[src/rtl/kdaq_pkg.sv]
package kdaq_pkg;

  // Default sizes
  localparam int NUM_KEYS_DEF   = 4;
  localparam int RING_DEPTH_DEF = 8;

  // Fixed field widths
  localparam int PIN_W      = 4;
  localparam int DEB_W      = 8;
  localparam int TICK_W     = 16;
  localparam int CODE_W     = 3;
  localparam int LEFT_W     = 3;
  localparam int REG_IDX_W  = 3;
  localparam int CFG_DATA_W = 16;

  // Register indexes
  localparam logic [REG_IDX_W-1:0] REG_PRESSED_LEVEL   = 3'd0;
  localparam logic [REG_IDX_W-1:0] REG_DEBOUNCE_TICKS  = 3'd1;
  localparam logic [REG_IDX_W-1:0] REG_REPEAT_START    = 3'd2;
  localparam logic [REG_IDX_W-1:0] REG_REPEAT_INTERVAL = 3'd3;
  localparam logic [REG_IDX_W-1:0] REG_REPEAT_MASK     = 3'd4;

  // Request actions
  localparam logic ACT_SCAN = 1'b0;
  localparam logic ACT_READ = 1'b1;

  typedef struct packed {
    logic              action;
    logic [PIN_W-1:0]  pin_levels;
  } req_item_t;

  typedef struct packed {
    logic [CODE_W-1:0] event_code;
    logic [LEFT_W-1:0] events_left;
  } rsp_item_t;

  // Settings every key lane sees
  typedef struct packed {
    logic              pressed_level;
    logic [DEB_W-1:0]  debounce_ticks;
    logic [TICK_W-1:0] repeat_start_ticks;
    logic [TICK_W-1:0] repeat_interval_ticks;
  } lane_cfg_t;

endpackage

[src/rtl/key_debounce_autorepeat_queue_core.sv]
// Key debouncer with auto-repeat and an event queue. Each request is either a
// scan tick carrying the raw pin levels of the keys or a read of one queued
// event. On a scan tick every key runs its own lane in parallel: a level
// change restarts the debounce count, a level steady for debounce_ticks
// becomes the stable level and a new press queues the key's event, and a held
// repeat-enabled key queues repeats after repeat_start_ticks, then every
// repeat_interval_ticks. Events found in one tick enter the ring in key order
// (key 0 first), all in that same cycle; the ring keeps RING_DEPTH-1 events
// and drops the oldest when full. A scan tick gives no response; a read gives
// one response with the event code (0 when empty) and the count left. One
// request is taken every clock; the response register is the only stage, so a
// read's response appears the cycle after its request. Scan ticks are still
// taken while a response waits; a read waits only while the response register
// is occupied and not being drained. Configuration writes are always
// accepted; indexes beyond the register list are ignored. No clearing pass
// follows reset.
module key_debounce_autorepeat_queue_core
  import kdaq_pkg::*;
#(
  parameter int NUM_KEYS   = NUM_KEYS_DEF,
  parameter int RING_DEPTH = RING_DEPTH_DEF
) (
  input  logic                  clk,
  input  logic                  rst,
  // request channel
  input  logic                  req_valid,
  output logic                  req_ready,
  input  req_item_t             req_data,
  // response channel
  output logic                  rsp_valid,
  input  logic                  rsp_ready,
  output rsp_item_t             rsp_data,
  // configuration writes
  input  logic                  cfg_valid,
  output logic                  cfg_ready,
  input  logic [REG_IDX_W-1:0]  cfg_index,
  input  logic [CFG_DATA_W-1:0] cfg_data
);

  // configuration registers
  lane_cfg_t         lane_cfg;
  logic [PIN_W-1:0]  repeat_enable_mask;

  logic              req_fire, scan_fire, read_fire;
  logic [NUM_KEYS-1:0] push;
  rsp_item_t         rd_item;

  assign cfg_ready = 1'b1;

  // a read needs the response register; a scan tick never does
  assign req_ready = !rsp_valid || rsp_ready || (req_data.action == ACT_SCAN);
  assign req_fire  = req_valid && req_ready;
  assign scan_fire = req_fire && (req_data.action == ACT_SCAN);
  assign read_fire = req_fire && (req_data.action == ACT_READ);

  always_ff @(posedge clk) begin
    if (rst) begin
      lane_cfg.pressed_level         <= 1'b0;
      lane_cfg.debounce_ticks        <= DEB_W'(2);
      lane_cfg.repeat_start_ticks    <= TICK_W'(50);
      lane_cfg.repeat_interval_ticks <= TICK_W'(10);
      repeat_enable_mask             <= PIN_W'(3);
    end else if (cfg_valid && cfg_ready) begin
      case (cfg_index)
        REG_PRESSED_LEVEL:   lane_cfg.pressed_level         <= cfg_data[0];
        REG_DEBOUNCE_TICKS:  lane_cfg.debounce_ticks        <= cfg_data[DEB_W-1:0];
        REG_REPEAT_START:    lane_cfg.repeat_start_ticks    <= cfg_data[TICK_W-1:0];
        REG_REPEAT_INTERVAL: lane_cfg.repeat_interval_ticks <= cfg_data[TICK_W-1:0];
        REG_REPEAT_MASK:     repeat_enable_mask             <= cfg_data[PIN_W-1:0];
        default: ;
      endcase
    end
  end

  // one lane per key; keys past the pin field see a low pin, no repeat
  for (genvar k = 0; k < NUM_KEYS; k++) begin : g_lane
    logic pin_k, rep_k;
    if (k < PIN_W) begin : g_pin
      assign pin_k = req_data.pin_levels[k];
      assign rep_k = repeat_enable_mask[k];
    end else begin : g_nopin
      assign pin_k = 1'b0;
      assign rep_k = 1'b0;
    end
    kdaq_lane u_lane (
      .clk    (clk),
      .rst    (rst),
      .tick   (scan_fire),
      .pin    (pin_k),
      .rep_en (rep_k),
      .cfg    (lane_cfg),
      .push   (push[k])
    );
  end

  // merge the lanes' events into the ring; reads pop from it
  kdaq_merge #(
    .NUM_KEYS   (NUM_KEYS),
    .RING_DEPTH (RING_DEPTH)
  ) u_merge (
    .clk     (clk),
    .rst     (rst),
    .push    (push),
    .pop     (read_fire),
    .rd_item (rd_item)
  );

  // response register
  always_ff @(posedge clk) begin
    if (rst) begin
      rsp_valid <= 1'b0;
    end else if (read_fire) begin
      rsp_valid <= 1'b1;
    end else if (rsp_ready) begin
      rsp_valid <= 1'b0;
    end
  end

  always_ff @(posedge clk) begin
    if (read_fire) begin
      rsp_data <= rd_item;
    end
  end

endmodule

[src/rtl/kdaq_lane.sv]
module kdaq_lane
  import kdaq_pkg::*;
(
  input  logic      clk,
  input  logic      rst,
  input  logic      tick,
  input  logic      pin,
  input  logic      rep_en,
  input  lane_cfg_t cfg,
  output logic      push
);

  logic              last_level, last_level_next;
  logic              stable_level, stable_level_next;
  logic [DEB_W-1:0]  steady_count, steady_count_next;
  logic [TICK_W-1:0] hold_count, hold_count_next;
  logic [TICK_W-1:0] rpt_count, rpt_count_next;

  logic              raw;
  logic [DEB_W-1:0]  steady_inc;
  logic [TICK_W:0]   rpt_sum;

  assign raw        = (pin == cfg.pressed_level);
  assign steady_inc = steady_count + DEB_W'(1);
  assign rpt_sum    = {1'b0, rpt_count} + (TICK_W+1)'(1);

  always_comb begin
    last_level_next   = last_level;
    stable_level_next = stable_level;
    steady_count_next = steady_count;
    hold_count_next   = hold_count;
    rpt_count_next    = rpt_count;
    push              = 1'b0;
    if (tick) begin
      if (raw != last_level) begin
        // level moved: restart debounce
        last_level_next   = raw;
        steady_count_next = '0;
        hold_count_next   = '0;
        rpt_count_next    = '0;
      end else if (steady_count < cfg.debounce_ticks) begin
        steady_count_next = steady_inc;
        if (steady_inc == cfg.debounce_ticks && raw != stable_level) begin
          stable_level_next = raw;
          push              = raw;
          hold_count_next   = '0;
          rpt_count_next    = '0;
        end
      end else if (stable_level && rep_en) begin
        if (hold_count < cfg.repeat_start_ticks) begin
          hold_count_next = hold_count + TICK_W'(1);
          rpt_count_next  = '0;
        end else if (rpt_sum >= {1'b0, cfg.repeat_interval_ticks}) begin
          rpt_count_next = '0;
          push           = 1'b1;
        end else begin
          rpt_count_next = rpt_sum[TICK_W-1:0];
        end
      end
    end
  end

  always_ff @(posedge clk) begin
    if (rst) begin
      last_level   <= 1'b0;
      stable_level <= 1'b0;
      steady_count <= '1;
      hold_count   <= '0;
      rpt_count    <= '0;
    end else begin
      last_level   <= last_level_next;
      stable_level <= stable_level_next;
      steady_count <= steady_count_next;
      hold_count   <= hold_count_next;
      rpt_count    <= rpt_count_next;
    end
  end

endmodule

[src/rtl/kdaq_merge.sv]
module kdaq_merge
  import kdaq_pkg::*;
#(
  parameter int NUM_KEYS   = NUM_KEYS_DEF,
  parameter int RING_DEPTH = RING_DEPTH_DEF
) (
  input  logic                clk,
  input  logic                rst,
  input  logic [NUM_KEYS-1:0] push,
  input  logic                pop,
  output rsp_item_t           rd_item
);

  localparam int PW  = (RING_DEPTH > 1) ? $clog2(RING_DEPTH) : 1;
  localparam int TN  = RING_DEPTH + NUM_KEYS;
  localparam int TW  = $clog2(TN);
  localparam int KW  = $clog2(NUM_KEYS + 1);
  localparam int LW  = (PW > LEFT_W) ? PW : LEFT_W;
  localparam logic [TW-1:0] MAX_FILL = TW'(RING_DEPTH - 1);

  logic [CODE_W-1:0] ring [RING_DEPTH];
  logic [PW-1:0]     head, tail, fill;

  logic [PW-1:0]     wrap_tbl [TN];
  logic [KW-1:0]     offs     [NUM_KEYS];
  logic [PW-1:0]     pos      [NUM_KEYS];
  logic [KW-1:0]     n_push;
  logic [TW-1:0]     fill_sum, excess;
  logic [LW-1:0]     left_ext;

  // reduction of a small sum modulo the ring depth
  always_comb begin
    for (int v = 0; v < TN; v++) begin
      wrap_tbl[v] = PW'(v % RING_DEPTH);
    end
  end

  // slot of each key's event: tail plus pushes from lower keys
  always_comb begin
    for (int i = 0; i < NUM_KEYS; i++) begin
      offs[i] = KW'($countones(push & NUM_KEYS'((1 << i) - 1)));
      pos[i]  = wrap_tbl[TW'(tail) + TW'(offs[i])];
    end
  end

  assign n_push   = KW'($countones(push));
  assign fill_sum = TW'(fill) + TW'(n_push);
  assign excess   = fill_sum - MAX_FILL;

  assign left_ext            = LW'(fill) - LW'(1);
  assign rd_item.event_code  = (fill != '0) ? ring[head] : '0;
  assign rd_item.events_left = (fill != '0) ? left_ext[LEFT_W-1:0] : '0;

  always_ff @(posedge clk) begin
    if (rst) begin
      head <= '0;
      tail <= '0;
      fill <= '0;
    end else if (n_push != '0) begin
      tail <= wrap_tbl[TW'(tail) + TW'(n_push)];
      if (fill_sum > MAX_FILL) begin
        // full: oldest entries drop out
        head <= wrap_tbl[TW'(head) + excess];
        fill <= PW'(RING_DEPTH - 1);
      end else begin
        fill <= fill_sum[PW-1:0];
      end
    end else if (pop && fill != '0) begin
      head <= wrap_tbl[TW'(head) + TW'(1)];
      fill <= fill - PW'(1);
    end
  end

  // later keys win a shared slot, as in sequential pushing
  always_ff @(posedge clk) begin
    for (int i = 0; i < NUM_KEYS; i++) begin
      if (push[i]) begin
        ring[pos[i]] <= CODE_W'(i + 1);
      end
    end
  end

endmodule

[config.mk]
export PLATFORM = sky130hd
export DESIGN_NAME = key_debounce_autorepeat_queue_core
export DESIGN_NICKNAME = d
export VERILOG_FILES = /design/src/rtl/kdaq_pkg.sv /design/src/rtl/key_debounce_autorepeat_queue_core.sv /design/src/rtl/kdaq_lane.sv /design/src/rtl/kdaq_merge.sv
export SDC_FILE = /design/constraint.sdc
export NUM_CORES = 1
export LEC_CHECK = 0
export BUFFER_PORTS_ARGS = -buffer_cell sky130_fd_sc_hd__clkbuf_2
export CORE_MARGIN = 4
export CORE_UTILIZATION = 60
export DETAILED_ROUTE_END_ITERATION = 6
export PLACE_DENSITY = 0.77
export SLEW_MARGIN = 20
export SYNTH_ARGS = -nofsm -noshare
export SYNTH_HDL_FRONTEND = slang
export SYNTH_SLANG_ARGS = --single-unit
[constraint.sdc]
create_clock -name clk -period 7.55 [get_ports clk]
set_input_delay 1.1325 -clock clk [delete_from_list [all_inputs] [get_ports clk]]
set_output_delay 1.1325 -clock clk [all_outputs]
set_load 0.02 [all_outputs]
==> flow_metrics.py <==
metrics = {
    "floorplanning": {
        "coreArea_sq_mm": 0.0289,
        "num_rows": 62,
        "die_h_microns": 179,
        "die_area_sq_mm": 0.0322,
        "io_pins": 38,
        "initial_core_util_pct": 61.1,
        "die_w_microns": 179,
    },
    "cts": {
        "clock-root-buffer": "clkbuf_16",
        "holdBufCountCts": 0,
        "clockBufferDepth": 3,
        "clk_latency_ps": 560,
        "post_cts_buffers": 0,
        "cts_inserted_buffers": 30,
        "tritoncts": "yes",
        "post_cts_resized": 0,
        "cts_sinks": 253,
        "htree_levels": 1,
        "path_clk_slew_ps": 60,
    },
    "logic_synthesis": {
        "synth.avg_cell_area_sq_um": 8.10,
        "ys_warn_count": 0,
        "synthDistinctLibCells": 85,
        "async_reset_ff_share_pct": 0,
        "synth_top_area_share_pct": 28.0,
        "ys_seq_area_share_pct": 29.0,
        "yosysTopAreaCell": "dfxtp_1",
        "synth_seq_cells": 253,
        "synth_area_sq_mm": 0.0176,
        "synth.area.top_cells": "dfxtp_1, ha_1, a21oi_1, nand2_1, xnor2_1",
        "syn-num-nets": 2406,
        "netlist_instances": 2178,
        "synth_top_flop_cell": "dfxtp_1",
        "synth_edf_count": 6,
    },
    "pwr": {
        "p_clk_share_pct": 48.9,
        "irDropWorstVdd_v": 0.000153,
        "p_sw_share_pct": 25.7,
        "switchingPower_w": 0.000884,
        "power-per-cell-area_mw_per_mm2": 178,
        "share_seq_of_total_power_pct": 40.7,
        "p_int_w": 0.00255,
        "leakage_nw": 7.84,
        "total_power_w": 0.00344,
        "comb_power_share_pct": 10.5,
    },
    "timing": {
        "fin_crit_ps": 6820,
        "timing.fmax_ghz": 0.147,
        "relSlewSlack_pct": 29.4,
        "tns_ps": 0,
        "final_hold_viol_count": 0,
        "finClkSkew_ps": 10.5,
        "slew_violations": 0,
        "fin_ws_ps": 731,
        "rsz0062_at_grt": "no",
        "tightest_slew_ps": 1050,
        "setup_violations": 0,
        "period_share_pct": 90.3,
    },
    "drt": {
        "wl_per_cell_microns": 19.1,
        "postRouteAntennaNets": 0,
        "post_drt_via_cell_ratio": 6.39,
        "drtPass1Iterations": 5,
        "finalWirelength_microns": 49400,
        "detail_route.iter0.violations": 1259,
        "drc": 0,
        "vias": 16513,
    },
    "final_layout": {
        "n_antenna_cell": 0,
        "final_common_cell": "nand2_1",
        "postLayoutCellArea_sq_mm": 0.0193,
        "drive_gt1_share_pct": 7.18,
        "seq_area_sq_mm": 0.00512,
        "area_growth_pct": 9.31,
        "n_fill_cell": 2438,
        "fin_nets": 2406,
        "final_cell_mix": "nand2_1, dfxtp_1, a21oi_1",
        "multi_input_area_sq_mm": 0.0119,
    },
    "critical_path": {
        "cp_slowest_stage_delay_ps": 700,
        "critPathBufInv": 2,
        "critPathCaptureType": "flop",
        "arrival_ps": 7290,
        "setup.worst_path.class": "flop to flop",
        "slowest_stage": "nor4_1",
        "worstReg2RegStart": "g_lane[2].u_lane.rpt_count[0]",
        "cp_top_family": "simple AND/OR/NAND/NOR gates",
        "required_ps": 8020,
        "cp_cell_sequence": "ha_1 -> nand3_1 -> nor4_1 -> nand3_1 -> nor2_1 -> xor2_1 -> ha_1 -> nand2_1 -> or3_1 -> o211ai_1 -> nand4_1 -> nand2_1 -> nand2_1 -> inv_1 -> ha_1 -> ha_1 -> inv_1 -> fa_1 -> fa_1 -> fa_1 -> or2_2 -> a21oi_1 -> o32ai_1 -> a211oi_1",
        "cp-start-kind": "flop",
        "crit_top_cell": "ha_1",
        "r2r-end": "u_merge.head[2]",
        "worst-r2r-cell-count": 24,
        "cp_max_fo": 8,
        "reg2reg_slack_ps": 730,
    },
    "placement": {
        "gp_congestion": 0.913,
        "post-place-ws_ps": 833,
        "portBuffers": 36,
        "dp_hpwl_microns": 35600,
        "placed_area_sq_mm": 0.0181,
    },
    "min_path": {
        "hold_path.startpoint": "lane_cfg[28]",
        "min_path_type": "flop to flop",
        "worstHoldEndpoint": "lane_cfg[28]",
        "whs_path_depth": 2,
    },
    "run": {
        "drv_cap": 0,
    },
    "global_routing": {
        "grt_pass1_wl_microns": 79800,
        "gr-total-overflow": 0,
        "grt_start_max_net_pins": 84,
        "antenna_found_initial": 0,
        "grt_pass1_vias": 15571,
        "grtUsageTotal_pct": 29.2,
    },
    "outcome": {
        "status": "finished clean",
    },
}
## per-layer routing
layer	part of all wire [%]	GRT usage (%)
met3	7.4	4.22
met2	45	47.2
met5	0	0
met1	44	39.9
met4	3.8	10.7
## stage by stage
step	std cells	hold slack (ps)	utilization [%]
finish	2586	453	66.8
global placement	2530	442	62.8
CTS	2586	456	66.8
detailed placement	2530	447	62.8
global route	2586	479	66.8
floorplan	2178	429	-
## power groups by stage
stage / logic, W / clock network (W) / registers [W]
floorplan: 0.000251 / 0 / 0.00141
global route: 0.000394 / 0.00175 / 0.00140
CTS: 0.000350 / 0.00170 / 0.00140
global placement: 0.000336 / 0 / 0.00143
detailed placement: 0.000347 / 0 / 0.00143
finish: 0.000360 / 0.00168 / 0.00140
## worst reg2reg max path: cells and delay by family, from the launching register on
| kind | cells | cell delay [ps] |
|---|---|---|
| xor gates and xnor gates | 1 | 90 |
| buffers and inverters | 2 | 160 |
| and+or+nand+nor | 10 | 2770 |
| DFF | 1 | 420 |
| adders and majority gates | 7 | 2450 |
| AOI/OAI and AO/OA | 4 | 820 |
## final cells by class
type                            instances  share of cell area [%]
Clock buffer                           37                    4.40
Clock inverter                         19                    1.58
Inverter                              102                    1.98
Multi-Input combinational cell       1740                    61.4
Sequential cell                       253                    26.6
Tap cell                              384                    2.49
Timing Repair Buffer                   51                    1.53
## worst max path at each step
stage | slack (ps) | endpoint | cells after the start | start
floorplan | 1560 | u_merge.head[2] | 21 | g_lane[3].u_lane.rpt_count[2]
global placement | 920 | u_merge.head[2] | 21 | g_lane[3].u_lane.rpt_count[2]
detailed placement | 830 | u_merge.head[2] | 21 | g_lane[3].u_lane.rpt_count[2]
CTS | 800 | u_merge.head[2] | 21 | g_lane[3].u_lane.rpt_count[2]
global route | 250 | u_merge.head[2] | 21 | g_lane[3].u_lane.rpt_count[2]
finish | 730 | u_merge.head[2] | 24 | g_lane[2].u_lane.rpt_count[0]
## cells in the mapped netlist (6+ instances only)
| cell | instances |
|---|---|
| a31oi_1 | 12 |
| nand2_1 | 265 |
| dfxtp_1 | 247 |
| nor2_1 | 162 |
| a21o_1 | 24 |
| xnor2_1 | 87 |
| nand3b_1 | 18 |
| nand2b_1 | 29 |
| nor4_1 | 12 |
| o211ai_1 | 25 |
| nand3_1 | 92 |
| a221o_1 | 7 |
| nor3_1 | 33 |
| nor3b_1 | 11 |
| clkbuf_1 | 69 |
| a2111oi_0 | 10 |
| o311ai_0 | 12 |
| a41oi_1 | 6 |
| mux4_2 | 6 |
| inv_1 | 102 |
| nor2b_1 | 24 |
| and2_1 | 29 |
| o211a_1 | 7 |
| o32ai_1 | 8 |
| a2bb2oi_1 | 6 |
| buf_1 | 6 |
| xor2_1 | 34 |
| o21a_1 | 6 |
| edfxtp_1 | 6 |
| a21oi_1 | 207 |
| nand4_1 | 39 |
| and4_1 | 14 |
| mux2i_1 | 16 |
| buf_2 | 6 |
| and3_1 | 36 |
| fa_1 | 7 |
| or2_2 | 8 |
| or3_1 | 23 |
| o21ai_0 | 102 |
| a22oi_1 | 18 |
| a31o_2 | 6 |
| a211oi_1 | 49 |
| ha_1 | 192 |
## sequential cells by signal, summed over array words and instances, names as in the netlist, 4 cells and up
register	cells
g_lane.u_lane.steady_count	32
g_lane.u_lane.rpt_count	64
rsp_data	6
g_lane.u_lane.last_level	4
repeat_enable_mask	4
lane_cfg	41
u_merge.ring	24
g_lane.u_lane.stable_level	4
g_lane.u_lane.hold_count	64
## cells by family (layout without fill, tap and decap cells)
| family | count (synthesis) | after routing | synth area share (%) |
|---|---|---|---|
| compound gates | 561 | 561 | 20.7 |
| xor+xnor | 124 | 124 | 6.41 |
| fa+ha+maj | 199 | 199 | 14.4 |
| buf+inv | 185 | 209 | 4.02 |
| flops | 253 | 253 | 29.0 |
| mux | 27 | 27 | 1.99 |
| other cells | 1 | 1 | 0.0213 |
| simple gates | 828 | 828 | 23.4 |
No activity file was read; power rests on OpenSTA's default activity.
